## src/vln_pkg.sv

```systemverilog
// Shared constants, types and helpers of the vector L2 normalizer.
package vln_pkg;

	localparam int MAX_DIM_DEF = 64;

	localparam int ELEM_W     = 16;
	localparam int LEN_W      = 7;
	localparam int SQ_W       = 31;
	localparam int SUM_W      = 37;
	localparam int QUO_W      = 32;
	localparam int ROOT_W     = 16;
	localparam int REM_W      = 18;
	localparam int DIV_STEPS  = 31;
	localparam int SQRT_STEPS = 16;
	localparam int ITER_W     = 5;
	localparam int CFG_IDX_W  = 1;

	localparam logic [LEN_W-1:0] LEN_RESET = LEN_W'(64);

	typedef enum logic [CFG_IDX_W-1:0] {
		REG_VECTOR_LENGTH    = 1'b0,
		REG_NORMALIZE_ENABLE = 1'b1
	} cfg_reg_t;

	typedef struct packed {
		logic acc_en;
		logic sum_clr;
		logic load;
		logic div_start;
		logic div_step;
		logic sqrt_step;
		logic out_load;
		logic out_last;
		logic pass;
	} ctrl_cmd_t;

	// Square of a Q4.12 element's magnitude; at most 2^30.
	function automatic logic [SQ_W-1:0] elem_square(input logic [ELEM_W-1:0] x);
		logic [ELEM_W-1:0]   mag;
		logic [2*ELEM_W-1:0] prod;
		mag  = x[ELEM_W-1] ? (~x + ELEM_W'(1)) : x;
		prod = mag * mag;
		return prod[SQ_W-1:0];
	endfunction

endpackage

```

## src/vln_ram.sv

```systemverilog
// Generic simple dual-port RAM with registered read.
module vln_ram #(
	parameter int WIDTH = 16,
	parameter int DEPTH = 64,
	localparam int AW   = (DEPTH > 1) ? $clog2(DEPTH) : 1
) (
	input  logic             clk,
	input  logic             wr_en,
	input  logic [AW-1:0]    wr_addr,
	input  logic [WIDTH-1:0] wr_data,
	input  logic [AW-1:0]    rd_addr,
	output logic [WIDTH-1:0] rd_data
);

	logic [WIDTH-1:0] mem_q [DEPTH];

	always_ff @(posedge clk) begin
		if (wr_en) begin
			mem_q[wr_addr] <= wr_data;
		end
		rd_data <= mem_q[rd_addr];
	end

endmodule

```

## src/vln_ctrl.sv

```systemverilog
// Controller: collects a vector; per element: divide/root unless pass, then output.
module vln_ctrl import vln_pkg::*; #(
	parameter int MAX_DIM = MAX_DIM_DEF,
	localparam int AW     = (MAX_DIM > 1) ? $clog2(MAX_DIM) : 1
) (
	input  logic             clk,
	input  logic             arst_n,
	input  logic             elem_valid,
	output logic             elem_ready,
	output logic             res_valid,
	input  logic             res_ready,
	input  logic [LEN_W-1:0] vector_length,
	input  logic             normalize_enable,
	output logic             wr_en,
	output logic [AW-1:0]    wr_addr,
	output logic [AW-1:0]    rd_addr,
	output ctrl_cmd_t        cmd
);

	typedef enum logic [2:0] {
		ST_COLLECT,
		ST_READ,
		ST_LOAD,
		ST_DIV,
		ST_SQRT,
		ST_FINISH
	} state_t;

	localparam logic [LEN_W-1:0] MAX_LEN = LEN_W'(MAX_DIM);

	state_t            state_q;
	logic [AW-1:0]     count_q;
	logic [AW-1:0]     last_idx_q;
	logic [AW-1:0]     idx_q;
	logic [ITER_W-1:0] iter_q;
	logic              pass_q;
	logic              res_valid_q;

	logic             accept;
	logic [LEN_W-1:0] eff_len;
	logic [LEN_W:0]   cnt_next;
	logic             done;
	logic             can_load;
	logic             is_last;

	assign elem_ready = (state_q == ST_COLLECT);
	assign accept     = elem_valid && elem_ready;
	assign res_valid  = res_valid_q;
	assign wr_en      = accept;
	assign wr_addr    = count_q;
	assign rd_addr    = idx_q;

	always_comb begin
		if (vector_length == '0) begin
			eff_len = LEN_W'(1);
		end else if (vector_length > MAX_LEN) begin
			eff_len = MAX_LEN;
		end else begin
			eff_len = vector_length;
		end
	end

	assign cnt_next = (LEN_W+1)'(count_q) + (LEN_W+1)'(1);
	assign done     = (cnt_next >= {1'b0, eff_len});
	assign can_load = !res_valid_q || res_ready;
	assign is_last  = (idx_q == last_idx_q);

	always_comb begin
		cmd           = '0;
		cmd.pass      = pass_q;
		cmd.acc_en    = accept;
		cmd.load      = (state_q == ST_LOAD);
		cmd.div_start = (state_q == ST_DIV) && (iter_q == '0);
		cmd.div_step  = (state_q == ST_DIV) && (iter_q != '0);
		cmd.sqrt_step = (state_q == ST_SQRT);
		cmd.out_load  = (state_q == ST_FINISH) && can_load;
		cmd.out_last  = is_last;
		cmd.sum_clr   = (state_q == ST_FINISH) && can_load && is_last;
	end

	always_ff @(posedge clk or negedge arst_n) begin
		if (!arst_n) begin
			state_q     <= ST_COLLECT;
			count_q     <= '0;
			last_idx_q  <= '0;
			idx_q       <= '0;
			iter_q      <= '0;
			pass_q      <= 1'b0;
			res_valid_q <= 1'b0;
		end else begin
			// Drop a taken result unless the output register reloads this cycle.
			if (res_valid_q && res_ready && (state_q != ST_FINISH)) begin
				res_valid_q <= 1'b0;
			end
			case (state_q)
				ST_COLLECT: begin
					if (accept) begin
						if (done) begin
							last_idx_q <= count_q;
							count_q    <= '0;
							idx_q      <= '0;
							pass_q     <= !normalize_enable;
							state_q    <= ST_READ;
						end else begin
							count_q <= count_q + AW'(1);
						end
					end
				end
				ST_READ: begin
					state_q <= ST_LOAD;
				end
				ST_LOAD: begin
					iter_q  <= '0;
					state_q <= pass_q ? ST_FINISH : ST_DIV;
				end
				ST_DIV: begin
					if (iter_q == ITER_W'(DIV_STEPS - 1)) begin
						iter_q  <= '0;
						state_q <= ST_SQRT;
					end else begin
						iter_q <= iter_q + ITER_W'(1);
					end
				end
				ST_SQRT: begin
					if (iter_q == ITER_W'(SQRT_STEPS - 1)) begin
						iter_q  <= '0;
						state_q <= ST_FINISH;
					end else begin
						iter_q <= iter_q + ITER_W'(1);
					end
				end
				ST_FINISH: begin
					if (can_load) begin
						res_valid_q <= 1'b1;
						if (is_last) begin
							state_q <= ST_COLLECT;
						end else begin
							idx_q   <= idx_q + AW'(1);
							state_q <= ST_READ;
						end
					end
				end
				default: begin
					state_q <= ST_COLLECT;
				end
			endcase
		end
	end

endmodule

```

## src/vln_dp.sv

```systemverilog
// Datapath: sum of squares, restoring divider, digit-serial square root, output register.
module vln_dp import vln_pkg::*; (
	input  logic              clk,
	input  logic              arst_n,
	input  ctrl_cmd_t         cmd,
	input  logic [ELEM_W-1:0] element_value,
	input  logic [ELEM_W-1:0] rd_data,
	output logic [ELEM_W-1:0] normalized_value,
	output logic              last_of_vector
);

	logic [SUM_W-1:0]  sum_q;
	logic [ELEM_W-1:0] x_s1;
	logic [SQ_W-1:0]   sq_s1;
	logic [SUM_W-1:0]  rem_div_q;
	logic [QUO_W-1:0]  quo_q;
	logic [REM_W-1:0]  rem_sq_q;
	logic [ROOT_W-1:0] root_q;
	logic [ELEM_W-1:0] out_val_q;
	logic              out_last_q;

	logic [SUM_W:0]    div_t;
	logic [SUM_W:0]    div_diff;
	logic              div_ge;
	logic [REM_W+1:0]  sq_t;
	logic [REM_W+1:0]  sq_trial;
	logic              sq_ge;
	logic [ELEM_W+2:0] pass_wide;
	logic [ELEM_W-1:0] pass_val;
	logic [ELEM_W-1:0] norm_val;

	// One quotient bit per step; the first step brings in the whole square.
	assign div_t    = cmd.div_start ? (SUM_W+1)'(sq_s1) : {rem_div_q, 1'b0};
	assign div_diff = div_t - {1'b0, sum_q};
	assign div_ge   = (div_t >= {1'b0, sum_q});

	// One root bit per step, two radicand bits shifted out of the quotient.
	assign sq_t     = {rem_sq_q, quo_q[QUO_W-1 -: 2]};
	assign sq_trial = {2'b00, root_q, 2'b01};
	assign sq_ge    = (sq_t >= sq_trial);

	assign pass_wide = {x_s1, 3'b000};
	always_comb begin
		if ((pass_wide[ELEM_W+2:ELEM_W-1] == 4'b0000) ||
		    (pass_wide[ELEM_W+2:ELEM_W-1] == 4'b1111)) begin
			pass_val = pass_wide[ELEM_W-1:0];
		end else if (pass_wide[ELEM_W+2]) begin
			pass_val = {1'b1, {(ELEM_W-1){1'b0}}};
		end else begin
			pass_val = {1'b0, {(ELEM_W-1){1'b1}}};
		end
	end

	always_comb begin
		if (sum_q == '0) begin
			norm_val = '0;
		end else if (x_s1[ELEM_W-1]) begin
			norm_val = ~root_q + ROOT_W'(1);
		end else if (root_q[ROOT_W-1]) begin
			norm_val = {1'b0, {(ELEM_W-1){1'b1}}};
		end else begin
			norm_val = root_q;
		end
	end

	always_ff @(posedge clk or negedge arst_n) begin
		if (!arst_n) begin
			sum_q <= '0;
		end else if (cmd.sum_clr) begin
			sum_q <= '0;
		end else if (cmd.acc_en) begin
			sum_q <= sum_q + SUM_W'(elem_square(element_value));
		end
	end

	always_ff @(posedge clk) begin
		if (cmd.load) begin
			x_s1  <= rd_data;
			sq_s1 <= elem_square(rd_data);
		end
		if (cmd.div_start || cmd.div_step) begin
			rem_div_q <= div_ge ? div_diff[SUM_W-1:0] : div_t[SUM_W-1:0];
			quo_q     <= cmd.div_start ? QUO_W'(div_ge) : {quo_q[QUO_W-2:0], div_ge};
		end else if (cmd.sqrt_step) begin
			quo_q <= {quo_q[QUO_W-3:0], 2'b00};
		end
		if (cmd.div_start) begin
			rem_sq_q <= '0;
			root_q   <= '0;
		end else if (cmd.sqrt_step) begin
			rem_sq_q <= sq_ge ? REM_W'(sq_t - sq_trial) : sq_t[REM_W-1:0];
			root_q   <= {root_q[ROOT_W-2:0], sq_ge};
		end
		if (cmd.out_load) begin
			out_val_q  <= cmd.pass ? pass_val : norm_val;
			out_last_q <= cmd.out_last;
		end
	end

	assign normalized_value = out_val_q;
	assign last_of_vector   = out_last_q;

endmodule

```

## src/vector_l2_normalizer_top.sv

```systemverilog
// Top level of the vector L2 normalizer: registers, element store, controller, datapath.
//
// Usage:
//   Elements (signed Q4.12) arrive on the elem_valid/elem_ready channel, one per
//   transaction, into the element store while their squares are summed. The element
//   that brings the count to vector_length (0 as 1, at most MAX_DIM) completes
//   the vector; the block then emits every stored element, scaled to unit L2
//   length as signed Q1.15, on res_valid/res_ready, with last_of_vector on the final one.
//   With normalize_enable low each element is emitted as X*8, saturated.
//   An all-zero vector emits zeros in normalize mode.
// Timing:
//   Collecting accepts one element per cycle. When normalizing, each element goes
//   through read, load, a 31-step restoring divide of X^2*2^30 by the sum, a
//   16-step digit-serial square root and output load; passing through has read,
//   load and output load. The shared divide/root unit handles one element at a time.
//   elem_ready stays low from the completing element until the last result of
//   the vector is loaded into the output register.
// Stall:
//   The output register holds a result while res_ready is low; computation of
//   the next element proceeds and waits at the output load.
// Reset:
//   arst_n clears the control state, the square sum and the registers
//   (vector_length 64, normalize_enable 1). The element store needs no clearing.
//   The configuration channel is always ready; write it only while idle.
module vector_l2_normalizer_top import vln_pkg::*; #(
	parameter int MAX_DIM = MAX_DIM_DEF
) (
	input  logic                 clk,
	input  logic                 arst_n,
	input  logic                 elem_valid,
	output logic                 elem_ready,
	input  logic [ELEM_W-1:0]    element_value,
	output logic                 res_valid,
	input  logic                 res_ready,
	output logic [ELEM_W-1:0]    normalized_value,
	output logic                 last_of_vector,
	input  logic                 cfg_valid,
	output logic                 cfg_ready,
	input  logic [CFG_IDX_W-1:0] cfg_index,
	input  logic [LEN_W-1:0]     cfg_data
);

	localparam int AW = (MAX_DIM > 1) ? $clog2(MAX_DIM) : 1;

	logic [LEN_W-1:0] vector_length_q;
	logic             normalize_enable_q;

	logic              wr_en;
	logic [AW-1:0]     wr_addr;
	logic [AW-1:0]     rd_addr;
	logic [ELEM_W-1:0] rd_data;
	ctrl_cmd_t         cmd;

	// Register writes complete in the cycle they are presented.
	assign cfg_ready = 1'b1;

	always_ff @(posedge clk or negedge arst_n) begin
		if (!arst_n) begin
			vector_length_q    <= LEN_RESET;
			normalize_enable_q <= 1'b1;
		end else if (cfg_valid && cfg_ready) begin
			case (cfg_reg_t'(cfg_index))
				REG_VECTOR_LENGTH:    vector_length_q    <= cfg_data;
				REG_NORMALIZE_ENABLE: normalize_enable_q <= cfg_data[0];
				default: begin
				end
			endcase
		end
	end

	// Element store: written at the fill position, read at the emit position.
	vln_ram #(
		.WIDTH (ELEM_W),
		.DEPTH (MAX_DIM)
	) u_store (
		.clk     (clk),
		.wr_en   (wr_en),
		.wr_addr (wr_addr),
		.wr_data (element_value),
		.rd_addr (rd_addr),
		.rd_data (rd_data)
	);

	vln_ctrl #(
		.MAX_DIM (MAX_DIM)
	) u_ctrl (
		.clk              (clk),
		.arst_n           (arst_n),
		.elem_valid       (elem_valid),
		.elem_ready       (elem_ready),
		.res_valid        (res_valid),
		.res_ready        (res_ready),
		.vector_length    (vector_length_q),
		.normalize_enable (normalize_enable_q),
		.wr_en            (wr_en),
		.wr_addr          (wr_addr),
		.rd_addr          (rd_addr),
		.cmd              (cmd)
	);

	vln_dp u_dp (
		.clk              (clk),
		.arst_n           (arst_n),
		.cmd              (cmd),
		.element_value    (element_value),
		.rd_data          (rd_data),
		.normalized_value (normalized_value),
		.last_of_vector   (last_of_vector)
	);

endmodule

```

## config.mk

```make
export PLATFORM = sky130hd
export DESIGN_NAME = vector_l2_normalizer_top
export DESIGN_NICKNAME = d
export VERILOG_FILES = /design/src/vln_pkg.sv /design/src/vln_ram.sv /design/src/vln_ctrl.sv /design/src/vln_dp.sv /design/src/vector_l2_normalizer_top.sv
export SDC_FILE = /design/constraint.sdc
export NUM_CORES = 2
export LEC_CHECK = 0
export BUFFER_PORTS_ARGS = -buffer_cell sky130_fd_sc_hd__buf_2
export CORE_AREA = 2 2 445 447
export CTS_CLUSTER_DIAMETER = 40
export CTS_CLUSTER_SIZE = 14
export DETAILED_ROUTE_END_ITERATION = 8
export DIE_AREA = 0 0 447 449
export SLEW_MARGIN = 25
export SYNTH_ARGS = -nofsm -noshare
export SYNTH_HDL_FRONTEND = slang
export SYNTH_SLANG_ARGS = --single-unit
```

## constraint.sdc

```tcl
create_clock -name clk -period 8.1 [get_ports clk]
set_input_delay 2.43 -clock clk [delete_from_list [all_inputs] [get_ports clk]]
set_output_delay 2.43 -clock clk [all_outputs]
set_load 0.03 [all_outputs]
```

==> flow_metrics.tcl <==
set metrics [dict create \
    status "finished, violations left" \
    violations "setup timing" \
    pre_cts_slack_ns -3.35 \
    ys_ff_latch 1278 \
    crit_top_cell "fa_1" \
    period_share 1.27 \
    wl_per_cell_um 21.5 \
    utilization 0.413 \
    grt.total_usage 0.174 \
    vias 40986 \
    startpoint_type "primary input" \
    dr.pass1.iters 7 \
    crit_arrival_ns 10.98 \
    mostFrequentLayoutCell "edfxtp_1" \
    initial_core_util 0.348 \
    drive_above_1_share 0.244 \
    grt_pass1_wl_um 263000 \
    rrSetupSlack_ns 0.34 \
    synth_edf_count 1155 \
    critPathCaptureType "flop" \
    rsz0062_at_grt "true" \
    ys.flop_type "edfxtp_1" \
    finalWirelength_um 174000 \
    antenna_left 0 \
    io_buffers 47 \
    cts_tree "yes" \
    area_growth_pct 18.8 \
    min_path_type "flop to flop" \
    yosys.area.top_type "edfxtp_1" \
    vias_per_cell 5.08 \
    grt_pass1_vias 42073 \
    cts_htree_levels 4 \
    skew_ns 0.0597 \
    synth_area_leaders "edfxtp_1 51%, mux4_2 11%, fa_1 9.7%" \
    antenna_found_initial 8 \
    cts_made_buffers 151 \
    place_congestion 0.873 \
    critPathMaxFanout 5 \
    tns_ns -40.96 \
    fmax_mhz 97.5 \
    final_nets 5952 \
    hold_viol_final 0 \
    clockRootBuffer "clkbuf_16" \
    clk-insertion-delay-late_ns 0.82 \
    ys_seq_area_frac 0.550 \
    max_stage_delay_ns 0.58 \
    mostFrequentLayoutCells "1155 x edfxtp_1, 556 x inv_1, 416 x nand2_1, 403 x buf_4, 336 x mux4_2" \
    path_clk_slew_ns 0.06 \
    die_w_um 447 \
    first_iter_violations 3422 \
    fin_ws_ns -2.15 \
    drc 0 \
    tightest_slew_ns 0.954 \
    ios 49 \
    yosysWarnings 0 \
    clockBufferDepth 3 \
    rows 163 \
    synth.distinct_cells 78 \
    slew_headroom 0.364 \
    grt_overflow 0 \
    core_um2 196000 \
    finalMaxSlewViolations 0 \
    min_period_ns 10.25 \
    cts_sinks 1278 \
    path_class "primary input to flop" \
    critPathRequiredTime_ns 8.83 \
    hpwlAfterDp_um 117000 \
    synthArstFlopShare 0.0571 \
    synth_cells 4812 \
    fp.dieH_um 449 \
    cp_slowest_cell "fa_1" \
    grt_max_degree 134 \
    dieArea_um2 201000 \
    avgSynthCellArea_um2 14.2 \
    yosysTopAreaCellShare 0.508 \
    cap_violations 0 \
    setup_viol 26 \
    mappedNetlistArea_um2 68300 \
    ctsHoldBuffers 0 \
]
-- state kept, by name (all words and copies together) (netlist names), 18 cells and up --
register,count
u_dp.sum_q,37
u_dp.quo_q,32
u_dp.sq_s1,30
u_dp.rem_sq_q,18
u_dp.rem_div_q,37
u_store.mem_q,1024
-- synthesized netlist by cell type (all sizes together), types with 30 or more instances --
cell and number:
edfxtp 1155, inv 576, nand2 435, mux4 336, fa 329, ha 292
nor2 280, a21oi 196, o21ai 168, clkbuf 125, xnor2 106, dfrtp 71
xor2 71, a21o 64, dfxtp 50, buf 48, nor3 43, nand3 38
a22o 35, nor2b 30
-- routing by layer --
layer	GRT usage	vias up	wire, um
met5	0	-	22
met4	0.0504	4	4740
met3	0.0320	265	11400
met2	0.287	1210	84200
met1	0.233	21034	73200
li1	-	18473	-
-- cell families (layout without fill, tap and decap cells) --
family,after synthesis,after routing,synth area share
AO/OA/AOI/OAI,644,644,0.0590
AND/OR/NAND/NOR,978,978,0.0627
buffers and inverters,757,1343,0.0417
multiplexers,355,355,0.114
XOR/XNOR,177,177,0.0228
other,2,25,0.000110
adder cells (fa/ha/maj),621,621,0.150
flip-flops,1278,1278,0.550
-- critical path, delay by kind of cell --
kind,cells,cell delay [ns]
xor gates and xnor gates,2,0.31
AOI/OAI and AO/OA,7,1.20
adders and majority gates,8,3.48
and+or+nand+nor,10,1.93
buffers and inverters,14,1.60
-- final timing paths --
| kind | from | to | cells after the start |
|---|---|---|---|
| setup / recovery | element_value[3] | u_dp.sum_q[36]$_DFFE_PN0P_ | 41 |
| hold / removal | u_dp.root_q[8]$_SDFFE_PP0P_ | u_dp.root_q[9]$_SDFFE_PP0P_ | 2 |
| setup reg to reg | u_store.rd_data[3]$_DFF_P_ | u_dp.sq_s1[29]$_DFFE_PP_ | 29 |
| hold reg to reg | u_dp.root_q[8]$_SDFFE_PP0P_ | u_dp.root_q[9]$_SDFFE_PP0P_ | 2 |
| max in group asynchronous | arst_n | u_ctrl.rd_addr[2]$_DFFE_PN0P_ | 2 |
| min in group asynchronous | arst_n | u_dp.sum_q[22]$_DFFE_PN0P_ | 1 |
-- metrics by stage --
step           std cells  hold slack [ns]  area, um2
3_3_place_gp        7736            0.474      74600
3_5_place_dp        7737            0.488      74600
2_1_floorplan       4834            0.406      68500
5_1_grt             8060            0.535      81100
6_report            8061            0.491      81100
4_1_cts             8044            0.496      80700
-- layout make-up --
cell class	count	area [um2]
Fill cell	17964	115000
Timing Repair Buffer	488	3840
Antenna cell	1	2.50
Clock inverter	103	1240
Tap cell	2640	3300
Clock buffer	168	3890
Inverter	584	2210
Multi-Input combinational cell	2799	29100
Sequential cell	1278	37500
-- repair_timing --
action,in CTS,in global routing
pin swaps,107,80
buffers inserted,39,17
endpoints found under the setup margin,28,36
resized for setup,152,70
cloned,0,0
Power is left out: the tool's default activity adds up to more than one toggle a clock period on the data nets, which glitch-free logic cannot reach.
